<file path="config.mk">
export PLATFORM = sky130hd
export DESIGN_NAME = four_bus_i2c_master_sequencer
export DESIGN_NICKNAME = d
export VERILOG_FILES = /design/src/i2cms_pkg.sv /design/src/i2cms_step.sv /design/src/four_bus_i2c_master_sequencer.sv
export VERILOG_INCLUDE_DIRS = /design/src /design/src/src
export SDC_FILE = /design/constraint.sdc
export NUM_CORES = 1
export LEC_CHECK = 0
export CAP_MARGIN = 10
export CORE_MARGIN = 10
export CORE_UTILIZATION = 45
export DETAILED_ROUTE_END_ITERATION = 10
export DONT_BUFFER_PORTS = 1
export HOLD_SLACK_MARGIN = 0.02
export PLACE_DENSITY = 0.59
export SYNTH_ARGS = -nofsm -noshare
export SYNTH_HDL_FRONTEND = slang
export SYNTH_SLANG_ARGS = --single-unit
export TNS_END_PERCENT = 1
</file>
<file path="constraint.sdc">
create_clock -name clk_i -period 3.5 [get_ports clk_i]
set_clock_uncertainty 0.1 [all_clocks]
set_input_delay 0.7 -clock clk_i [delete_from_list [all_inputs] [get_ports clk_i]]
set_output_delay 0.7 -clock clk_i [all_outputs]
set_load 0.02 [all_outputs]
</file>
<file path="src/four_bus_i2c_master_sequencer_macros.svh">
// ----------------------------------------------------------------------------
// Assertion macros for the four-bus I2C master sequencer
// Concurrent checks clocked on clk_i and disabled while rst_ni is low.
// ----------------------------------------------------------------------------
`ifndef FOUR_BUS_I2C_MASTER_SEQUENCER_MACROS_SVH
`define FOUR_BUS_I2C_MASTER_SEQUENCER_MACROS_SVH

`ifndef SYNTHESIS
`define I2CMS_ASSERT_SAME(label, ante, cons) \
  label: assert property (@(posedge clk_i) disable iff (!rst_ni) (ante) |-> (cons)) \
    else $error("i2cms: same-cycle check failed");
`define I2CMS_ASSERT_NEXT(label, ante, cons) \
  label: assert property (@(posedge clk_i) disable iff (!rst_ni) (ante) |=> (cons)) \
    else $error("i2cms: next-cycle check failed");
`else
`define I2CMS_ASSERT_SAME(label, ante, cons)
`define I2CMS_ASSERT_NEXT(label, ante, cons)
`endif

`endif

</file>
<file path="src/i2cms_pkg.sv">
// ----------------------------------------------------------------------------
// I2C master sequencer package
// Beat types, sequencer state, phase and command codes, and reset constants.
// ----------------------------------------------------------------------------
package i2cms_pkg;

  localparam int unsigned BUS_COUNT = 4;
  localparam int unsigned LINE_W = 4;

  localparam logic [7:0] LIMIT_RESET = 8'd250;
  localparam logic [3:0] BITS_PER_BYTE = 4'd8;

  typedef enum logic [2:0] {
    MODE_TICK     = 3'd0,
    MODE_START    = 3'd1,
    MODE_STOP     = 3'd2,
    MODE_SEND     = 3'd3,
    MODE_READ     = 3'd4,
    MODE_WAIT_ACK = 3'd5
  } mode_e;

  typedef enum logic [17:0] {
    PH_IDLE   = 18'h00001,
    PH_ST1    = 18'h00002,
    PH_ST2    = 18'h00004,
    PH_ST3    = 18'h00008,
    PH_ST4    = 18'h00010,
    PH_SP1    = 18'h00020,
    PH_SP2    = 18'h00040,
    PH_SP3    = 18'h00080,
    PH_TX_HI  = 18'h00100,
    PH_TX_LO  = 18'h00200,
    PH_TX_END = 18'h00400,
    PH_RX_LO  = 18'h00800,
    PH_RX_HI  = 18'h01000,
    PH_RX_SMP = 18'h02000,
    PH_AK1    = 18'h04000,
    PH_AK2    = 18'h08000,
    PH_AK3    = 18'h10000,
    PH_WA     = 18'h20000
  } phase_e;

  typedef struct packed {
    logic [2:0]        mode;
    logic [1:0]        bus_select;
    logic [7:0]        tx_byte;
    logic              give_ack;
    logic [LINE_W-1:0] sda_sampled;
  } item_t;

  typedef struct packed {
    logic [LINE_W-1:0] scl_lines;
    logic [LINE_W-1:0] sda_lines;
    logic [LINE_W-1:0] sda_enable;
    logic              busy_res;
    logic              done_res;
    logic [7:0]        rx_byte;
    logic              ack_timeout;
    logic              refused;
  } result_t;

  typedef struct packed {
    logic [LINE_W-1:0] scl;
    logic [LINE_W-1:0] sda;
    logic [LINE_W-1:0] drv;
    phase_e            phase;
    logic [2:0]        cmd;
    logic [1:0]        bus;
    logic [3:0]        bit_count;
    logic [7:0]        shift;
    logic [7:0]        wait_count;
    logic              ack_choice;
  } state_t;

  localparam state_t STATE_RESET = '{
    scl:        '1,
    sda:        '1,
    drv:        '1,
    phase:      PH_IDLE,
    cmd:        3'd0,
    bus:        2'd0,
    bit_count:  4'd0,
    shift:      8'd0,
    wait_count: 8'd0,
    ack_choice: 1'b0
  };

endpackage

</file>
<file path="src/i2cms_step.sv">
// ----------------------------------------------------------------------------
// I2C master sequencer step
// Next-state and result logic for one accepted tick or command beat.
// ----------------------------------------------------------------------------
module i2cms_step (
  input  i2cms_pkg::state_t  state_i,
  input  i2cms_pkg::item_t   item_i,
  input  logic [7:0]         limit_i,
  output i2cms_pkg::state_t  state_o,
  output i2cms_pkg::result_t result_o
);
  import i2cms_pkg::*;

  state_t     nxt;
  logic       samp_bit;
  logic       mode_ok;
  logic       adv_done;
  logic       done;
  logic       rx_valid;
  logic       timeout;
  logic       refused;
  logic [3:0] cnt_inc;

  assign samp_bit = item_i.sda_sampled[state_i.bus];
  assign mode_ok  = (item_i.mode <= MODE_WAIT_ACK);
  assign cnt_inc  = state_i.bit_count + 4'd1;

  always_comb begin
    nxt      = state_i;
    adv_done = 1'b0;
    done     = 1'b0;
    rx_valid = 1'b0;
    timeout  = 1'b0;
    refused  = 1'b0;
    if (mode_ok) begin
      if (state_i.phase != PH_IDLE) begin
        refused = (item_i.mode != MODE_TICK);
        case (state_i.phase)
          PH_ST1: begin
            nxt.scl[state_i.bus] = 1'b1;
            nxt.phase = PH_ST2;
          end
          PH_ST2: begin
            nxt.sda[state_i.bus] = 1'b0;
            nxt.phase = PH_ST3;
          end
          PH_ST3: begin
            nxt.scl[state_i.bus] = 1'b0;
            nxt.phase = PH_ST4;
          end
          PH_SP1: begin
            nxt.sda[state_i.bus] = 1'b0;
            nxt.phase = PH_SP2;
          end
          PH_SP2: begin
            nxt.scl[state_i.bus] = 1'b1;
            nxt.phase = PH_SP3;
          end
          PH_SP3: begin
            nxt.sda[state_i.bus] = 1'b1;
            timeout  = (state_i.cmd == MODE_WAIT_ACK);
            adv_done = 1'b1;
          end
          PH_TX_HI: begin
            nxt.sda[state_i.bus] = state_i.shift[7];
            nxt.shift = {state_i.shift[6:0], 1'b0};
            nxt.scl[state_i.bus] = 1'b1;
            nxt.phase = PH_TX_LO;
          end
          PH_TX_LO: begin
            nxt.scl[state_i.bus] = 1'b0;
            nxt.bit_count = cnt_inc;
            nxt.phase = (cnt_inc >= BITS_PER_BYTE) ? PH_TX_END : PH_TX_HI;
          end
          PH_RX_LO: begin
            nxt.scl[state_i.bus] = 1'b0;
            nxt.phase = PH_RX_HI;
          end
          PH_RX_HI: begin
            nxt.scl[state_i.bus] = 1'b1;
            nxt.phase = PH_RX_SMP;
          end
          PH_RX_SMP: begin
            nxt.shift = {state_i.shift[6:0], samp_bit};
            nxt.bit_count = cnt_inc;
            nxt.scl[state_i.bus] = 1'b0;
            if (cnt_inc >= BITS_PER_BYTE) begin
              nxt.drv[state_i.bus] = 1'b1;
              nxt.phase = PH_AK1;
            end else begin
              nxt.phase = PH_RX_HI;
            end
          end
          PH_AK1: begin
            nxt.sda[state_i.bus] = ~state_i.ack_choice;
            nxt.phase = PH_AK2;
          end
          PH_AK2: begin
            nxt.scl[state_i.bus] = 1'b1;
            nxt.phase = PH_AK3;
          end
          PH_AK3: begin
            nxt.scl[state_i.bus] = 1'b0;
            rx_valid = 1'b1;
            adv_done = 1'b1;
          end
          PH_WA: begin
            if (!samp_bit) begin
              nxt.scl[state_i.bus] = 1'b0;
              adv_done = 1'b1;
            end else if (state_i.wait_count >= limit_i) begin
              nxt.drv[state_i.bus] = 1'b1;
              nxt.scl[state_i.bus] = 1'b0;
              nxt.phase = PH_SP1;
            end else begin
              nxt.wait_count = state_i.wait_count + 8'd1;
            end
          end
          default: begin
            adv_done = 1'b1;
          end
        endcase
        if (adv_done) begin
          done = 1'b1;
          nxt.phase = PH_IDLE;
        end
      end else if (item_i.mode != MODE_TICK) begin
        if ({1'b0, item_i.bus_select} >= 3'(BUS_COUNT)) begin
          done = 1'b1;
        end else begin
          nxt.bus = item_i.bus_select;
          nxt.cmd = item_i.mode;
          nxt.bit_count = 4'd0;
          case (item_i.mode)
            MODE_START: begin
              nxt.drv[item_i.bus_select] = 1'b1;
              nxt.sda[item_i.bus_select] = 1'b1;
              nxt.phase = PH_ST1;
            end
            MODE_STOP: begin
              nxt.drv[item_i.bus_select] = 1'b1;
              nxt.scl[item_i.bus_select] = 1'b0;
              nxt.phase = PH_SP1;
            end
            MODE_SEND: begin
              nxt.drv[item_i.bus_select] = 1'b1;
              nxt.scl[item_i.bus_select] = 1'b0;
              nxt.shift = item_i.tx_byte;
              nxt.phase = PH_TX_HI;
            end
            MODE_READ: begin
              nxt.drv[item_i.bus_select] = 1'b0;
              nxt.shift = 8'd0;
              nxt.ack_choice = item_i.give_ack;
              nxt.phase = PH_RX_LO;
            end
            default: begin
              nxt.drv[item_i.bus_select] = 1'b0;
              nxt.scl[item_i.bus_select] = 1'b1;
              nxt.wait_count = 8'd0;
              nxt.phase = PH_WA;
            end
          endcase
        end
      end
    end
  end

  assign state_o = nxt;

  always_comb begin
    result_o.scl_lines   = nxt.scl;
    result_o.sda_lines   = nxt.sda;
    result_o.sda_enable  = nxt.drv;
    result_o.busy_res    = (nxt.phase != PH_IDLE);
    result_o.done_res    = done;
    result_o.rx_byte     = rx_valid ? nxt.shift : 8'd0;
    result_o.ack_timeout = timeout;
    result_o.refused     = refused;
  end

endmodule

</file>
<file path="src/four_bus_i2c_master_sequencer.sv">
// ----------------------------------------------------------------------------
// Four-bus I2C master sequencer
// Bit-banged I2C master for four buses, advanced at most one phase per beat.
// ----------------------------------------------------------------------------
// Every input beat, tick or command, yields exactly one result beat carrying
// the SCL, SDA and SDA-enable levels of all four buses after that beat. The
// block takes one beat per clock unless stalled. Each result is registered
// in the output register, or in the one-entry skid register while the
// output is stalled, so a new beat gets in while a result is stalled and
// the input stalls only when both hold results. The ACK timeout limit is
// written through the configuration port, which is always ready.
module four_bus_i2c_master_sequencer (
  input  logic               clk_i,
  input  logic               rst_ni,
  input  logic               in_valid_i,
  output logic               in_stall_o,
  input  i2cms_pkg::item_t   in_data_i,
  output logic               out_valid_o,
  input  logic               out_stall_i,
  output i2cms_pkg::result_t out_data_o,
  input  logic               cfg_valid_i,
  output logic               cfg_ready_o,
  input  logic [7:0]         cfg_data_i
);
  import i2cms_pkg::*;

`include "four_bus_i2c_master_sequencer_macros.svh"

  state_t     state_q;
  state_t     state_d;
  result_t    res_d;
  result_t    out_q;
  result_t    skid_q;
  logic       out_valid_q;
  logic       skid_valid_q;
  logic [7:0] limit_q;
  logic       in_fire;
  logic       out_free;

  assign cfg_ready_o = 1'b1;
  assign in_stall_o  = skid_valid_q;
  assign in_fire     = in_valid_i & ~skid_valid_q;
  assign out_free    = ~out_valid_q | ~out_stall_i;

  i2cms_step u_step (
    .state_i  (state_q),
    .item_i   (in_data_i),
    .limit_i  (limit_q),
    .state_o  (state_d),
    .result_o (res_d)
  );

  always_ff @(posedge clk_i or negedge rst_ni) begin
    if (!rst_ni) begin
      limit_q <= LIMIT_RESET;
    end else if (cfg_valid_i && cfg_ready_o) begin
      limit_q <= cfg_data_i;
    end
  end

  always_ff @(posedge clk_i or negedge rst_ni) begin
    if (!rst_ni) begin
      state_q <= STATE_RESET;
    end else if (in_fire) begin
      state_q <= state_d;
    end
  end

  always_ff @(posedge clk_i or negedge rst_ni) begin
    if (!rst_ni) begin
      out_valid_q  <= 1'b0;
      skid_valid_q <= 1'b0;
    end else if (out_free) begin
      if (skid_valid_q) begin
        out_valid_q  <= 1'b1;
        skid_valid_q <= 1'b0;
      end else begin
        out_valid_q <= in_fire;
      end
    end else if (in_fire) begin
      skid_valid_q <= 1'b1;
    end
  end

  always_ff @(posedge clk_i) begin
    if (out_free) begin
      if (skid_valid_q) begin
        out_q <= skid_q;
      end else if (in_fire) begin
        out_q <= res_d;
      end
    end else if (in_fire) begin
      skid_q <= res_d;
    end
  end

  assign out_valid_o = out_valid_q;
  assign out_data_o  = out_q;

  `I2CMS_ASSERT_SAME(skid_needs_out_a, skid_valid_q, out_valid_q)
  `I2CMS_ASSERT_NEXT(skid_fills_a, in_fire && out_valid_q && out_stall_i, skid_valid_q)
  `I2CMS_ASSERT_NEXT(skid_drains_a, skid_valid_q && !out_stall_i, out_valid_q && (out_q == $past(skid_q)))

endmodule

</file>
# After elaboration in Yosys (flattened, before gate mapping)
# Index checks and enable logic that the tools add are counted.
# op_classes
muxes	58
add_sub_neg	2
shift	0
magnitude_cmp	7
eq_ne	27
n_div	0
reduce_logical	20
n_bitwise	20
n_mul	0
# op_table
op	count
$pmux 18 s13	1
$mux 56	2
$pmux 22 s4	1
$mux 24	2
$mux 22	2
$mux 8	5
$ne 18x1->1 const B	2
$pmux 8 s2	2
$mux 30	1
$or 4x4->4	6
$mux 1	22
$mux 20	1
$mux 4	5
$eq 18x10->1 const B	1
$eq 18x12->1 const B	1
$eq 18x13->1 const B	1
$eq 18x14->1 const B	1
$eq 18x15->1 const B	1
$eq 18x16->1 const B	1
$eq 18x17->1 const B	1
$eq 18x18->1 const B	1
$eq 18x2->1 const B	1
$eq 18x3->1 const B	1
$eq 18x4->1 const B	1
43 further kinds	71
# word_totals
latchBits	0
ramBits	0
mem_bits_ro	0
output_inout_bits	27
n_memories	0
regBits	114
input_bits	31

# Logic depth before layout (Yosys ltp)
# logic_depth
depth_word	14
depth_mapped	10
depth_no_buf	9

# Cells and area by module
# From an unflattened synthesis, not the netlist that was laid out.
# unflattened
hier_cells	594
area_unflattened_um2	6830.3
# by_module_without_submodules
module	n_inst	seq_area_each_um2	area_each_um2	cells_per_inst
four_bus_i2c_master_sequencer	1	3116.7	4379.2	221
i2cms_step	1	0.0	2451.1	373

# Least setup slack after synthesis
# Ideal clock, no wire load.
# synth_timing
kind	register to register
from	register state_q[1] (netlist name)
to	register state_q[8] (netlist name)
required_ns	3.271
slack_ns	0.710
period_less_slack_ns	2.790
arrival_ns	2.560
setup_ns	0.129
path_buffers	0
path_stages_with_launch	10
path_cell_list	dfrtp_1 inv_1 ha_1 nand2b_1 a2111oi_0 o31ai_1 or3_1 or4_4 o211ai_1 o31ai_1
# synth_via
elab_chain_cells	5
elab_cells_between_ends	8
cone_classes	add/sub: 1; order compare: 1; eq/ne: 1; mux: 4; reduce/logical: 1
# synth_lines
item	line_no	text
start, declared	four_bus_i2c_master_sequencer.sv:29	state_t state_q;
start signal, assigned	four_bus_i2c_master_sequencer.sv:65	state_q <= state_d;
$add 8x1->8	i2cms_step.sv:116	nxt.wait_count = state_i.wait_count + 8'd1;
$mux 8	i2cms_step.sv:111	end else if (state_i.wait_count >= limit_i) begin
$mux 8	i2cms_step.sv:108	if (!samp_bit) begin
$mux 8	i2cms_step.sv:38	case (state_i.phase)
$mux 20	i2cms_step.sv:36	if (state_i.phase != PH_IDLE) begin
# Several ways; a longest one is shown, not always the timed one. The select of a mux whose other input is x is not followed.
# A chain may end at the register's enable or synchronous reset.

# Final worst setup path
# Ends and elaborated chain as after synthesis.

==> results.md <==
* Outcome: completed
* Overall power at 4.981 mW
* Critical path startpoint category: flip-flop
* Tmin final at 3.205 ns
* Routed Antenna Nets at 0
* DRC at 0
* Reg-to-reg endpoint: state_q[8]$_DFFE_PN0P_
* Setup crit end kind: flip-flop
* Top Ports at 58
* Yosys top cell area share at 22.33%
* Synth Cell Area at 6454 sq um
* Final cell count without fillers at 901
* Number of global-route vias before repair at 5450
* Period utilization at 91.56%
* Setup Crit Path Kind: reg2reg
* Root Buffer: clkbuf_16
* Most frequent cells after synthesis: 82 x nand2_1, 76 x nor2_1, 58 x o21ai_0, 48 x edfxtp_1, 47 x dfrtp_1
* Post-CTS Setup Inserts at 0
* H-tree level count at 4
* Ys flop type: edfxtp_1
* Setup_tns at 0 ns
* Initial DRT Pass Iterations at 5
* Seq cells post-synth at 114
* First-pass GRT wire length at 31500 um
* Vias at 5595
* Dpl cells at 865
* Syn. warnings at 0
* Final Max Tran Viols at 0
* Pre-CTS setup slack at 0.3377 ns
* Layout area overhead at 15.16%
* IO Port Bufs at 0
* Final setup margin at 0.2954 ns
* Layout cells sized above 1 at 15.81%
* Post-synth EDFFs at 48
* Yosys cell types at 68
* Wirelength per Cell at 21.99 um
* DRT iter0 DRCs at 539
* Initial antenna violation count at 0
* Routed vias/inst at 6.210
* PwrDens at 670.2 nW/um^2
* WP data arrival at 3.40 ns
* Worst r2r src: state_q[1]$_DFFE_PN0P_
* Row count at 43
* R2r setup slk at 0.30 ns
* Final core area utilization at 53.13%
* Initial core utilization at 46.14%
* N_diodes at 0
* Clk slew on worst S/H paths at 0.06 ns
* Worst vdd ir at 0.3279 mV
* GPL Wtd Cong at 0.9635
* Synth async-reset ratio at 57.89%
* Die area at 19530 sq um
* Leak at 3.010 nW
* Overall global routing resource usage at 20.08%
* Final setup violation count at 0
* Register area share after synthesis at 48.29%
* Wirelength, routed at 19810 um
* Clock buffer depth at 2
* Max frequency at 312.0 MHz
* Largest area contributor in the netlist: edfxtp_1
* Die Y at 139.8 um
* Crit Path Max Fanout at 5
* Final nets at 749
* Die width at 139.8 um
* Relative slew slack at 45.86%
* Measured slew at the worst slew-check pin at 0.8066 ns
* Count leader, synth: nand2_1
* Fillcell total at 1283
* Clk sinks at 114
* Skew-Pair Late Insertion Delay at 0.42 ns
* RSZ-0062 raised after global routing: false
* Max-cap violation count at 0
* TritonCTS clock tree: built
* DP HPWL at 14380 um
* CTS buffer count at 17
* Number of gates resized after cts at 0
* Worst Path Required at 3.69 ns
* Grt ovf at 0
* Core footprint at 13990 sq um
* Synth top area cells: edfxtp_1 22%, dfrtp_1 18%, dfstp_2 7.7%, nand2_1 4.8%, o21ai_0 4.5%
* Tightest Hold Check Type: in2async
* Post-Synthesis Cells at 686
* Hold Vio Cnt, Final at 0
* Largest net degree at the start of global routing at 48
* Syn_area_per_cell at 9.408 sq um
* Syn Nets at 727
* Worst r2r path cells at 9
[report_power, final]
| group | leakage (nW) | internal, mW | switching, mW |
|---|---|---|---|
| clock network | 0.282 | 1.11 | 0.620 |
| logic | 1.45 | 0.501 | 0.799 |
| registers | 1.28 | 1.68 | 0.264 |
| total | 3.01 | 3.30 | 1.68 |
[cell type report]
class / instances / area (sq um) / area share (%)
repair buffers: 40 / 327.8 / 4.411
clock inverters: 11 / 138.9 / 1.869
clock buffers: 21 / 440.4 / 5.926
multi-input cells: 513 / 3100 / 41.72
well taps: 180 / 225.2 / 3.030
flip-flops and latches: 114 / 3117 / 41.94
inverters: 22 / 82.58 / 1.111
[what timing repair did]
item | CTS | global route
hold buffers | 4 | 0
setup endpoints to repair | 0 | 0
hold endpoints to repair | 47 | 0
[registers in the layout (all words and copies together), names as in the netlist]
register / count
state_q: 56
limit_q: 8
out_valid_o: 1
in_stall_o: 1
out_data_o: 24
skid_q: 24
[metal layers]
metal	GRT usage [%]	vias up	part of all wire (%)
li1	-	2609	-
met1	25.69	2735	44
met2	31.92	208	48
met3	4.355	43	5.7
met4	8.533	0	3.2
met5	0	-	0
[metrics by stage]
step	cell area (sq um)	hold WS (ns)
3_3_place_gp	6795	0.3080
2_1_floorplan	6454	0.3044
5_1_grt	7432	0.03812
6_report	7432	0.03017
4_1_cts	7432	0.03521
3_5_place_dp	6795	0.3080
[worst max-delay path by stage]
stage	from	end	cells past startpoint
3_3_place_gp	state_q[1]$_DFFE_PN0P_	out_data_o[13]$_DFFE_PP_	10
6_report	state_q[1]$_DFFE_PN0P_	state_q[8]$_DFFE_PN0P_	9
5_1_grt	state_q[1]$_DFFE_PN0P_	out_data_o[13]$_DFFE_PP_	10
4_1_cts	state_q[1]$_DFFE_PN0P_	state_q[8]$_DFFE_PN0P_	9
3_5_place_dp	state_q[1]$_DFFE_PN0P_	state_q[8]$_DFFE_PN0P_	9
2_1_floorplan	state_q[1]$_DFFE_PN0P_	state_q[8]$_DFFE_PN0P_	9
[placed cells by master, fill, tap and decap left out, types with 22 or more instances in the layout]
cell type  count
buf_4         36
dfrtp_1       47
nand2_1       82
a21oi_1       32
inv_1         22
o21ai_0       58
edfxtp_1      48
nor2_1        75
[worst max-delay path, stage by stage (launching register included)]
cell	delay [ns]
dfrtp_1	0.40
inv_1	0.06
ha_1	0.28
nand2b_1	0.14
a2111oi_0	0.49
o31ai_1	0.29
or3_1	0.48
or4_4	0.56
o211ai_1	0.19
o31ai_1	0.10
[cell families after synthesis]
kind of cell / after synthesis / share of synthesized area (%)
AND/OR/NAND/NOR: 274 / 21.36
AO/OA/AOI/OAI: 207 / 21.06
flip-flops: 114 / 48.29
buffers and inverters: 59 / 3.761
multiplexers: 14 / 2.579
adder cells (fa/ha/maj): 10 / 1.939
XOR/XNOR: 7 / 0.9500
other: 1 / 0.05811
Note: power is estimated with default switching activity, not from simulation.
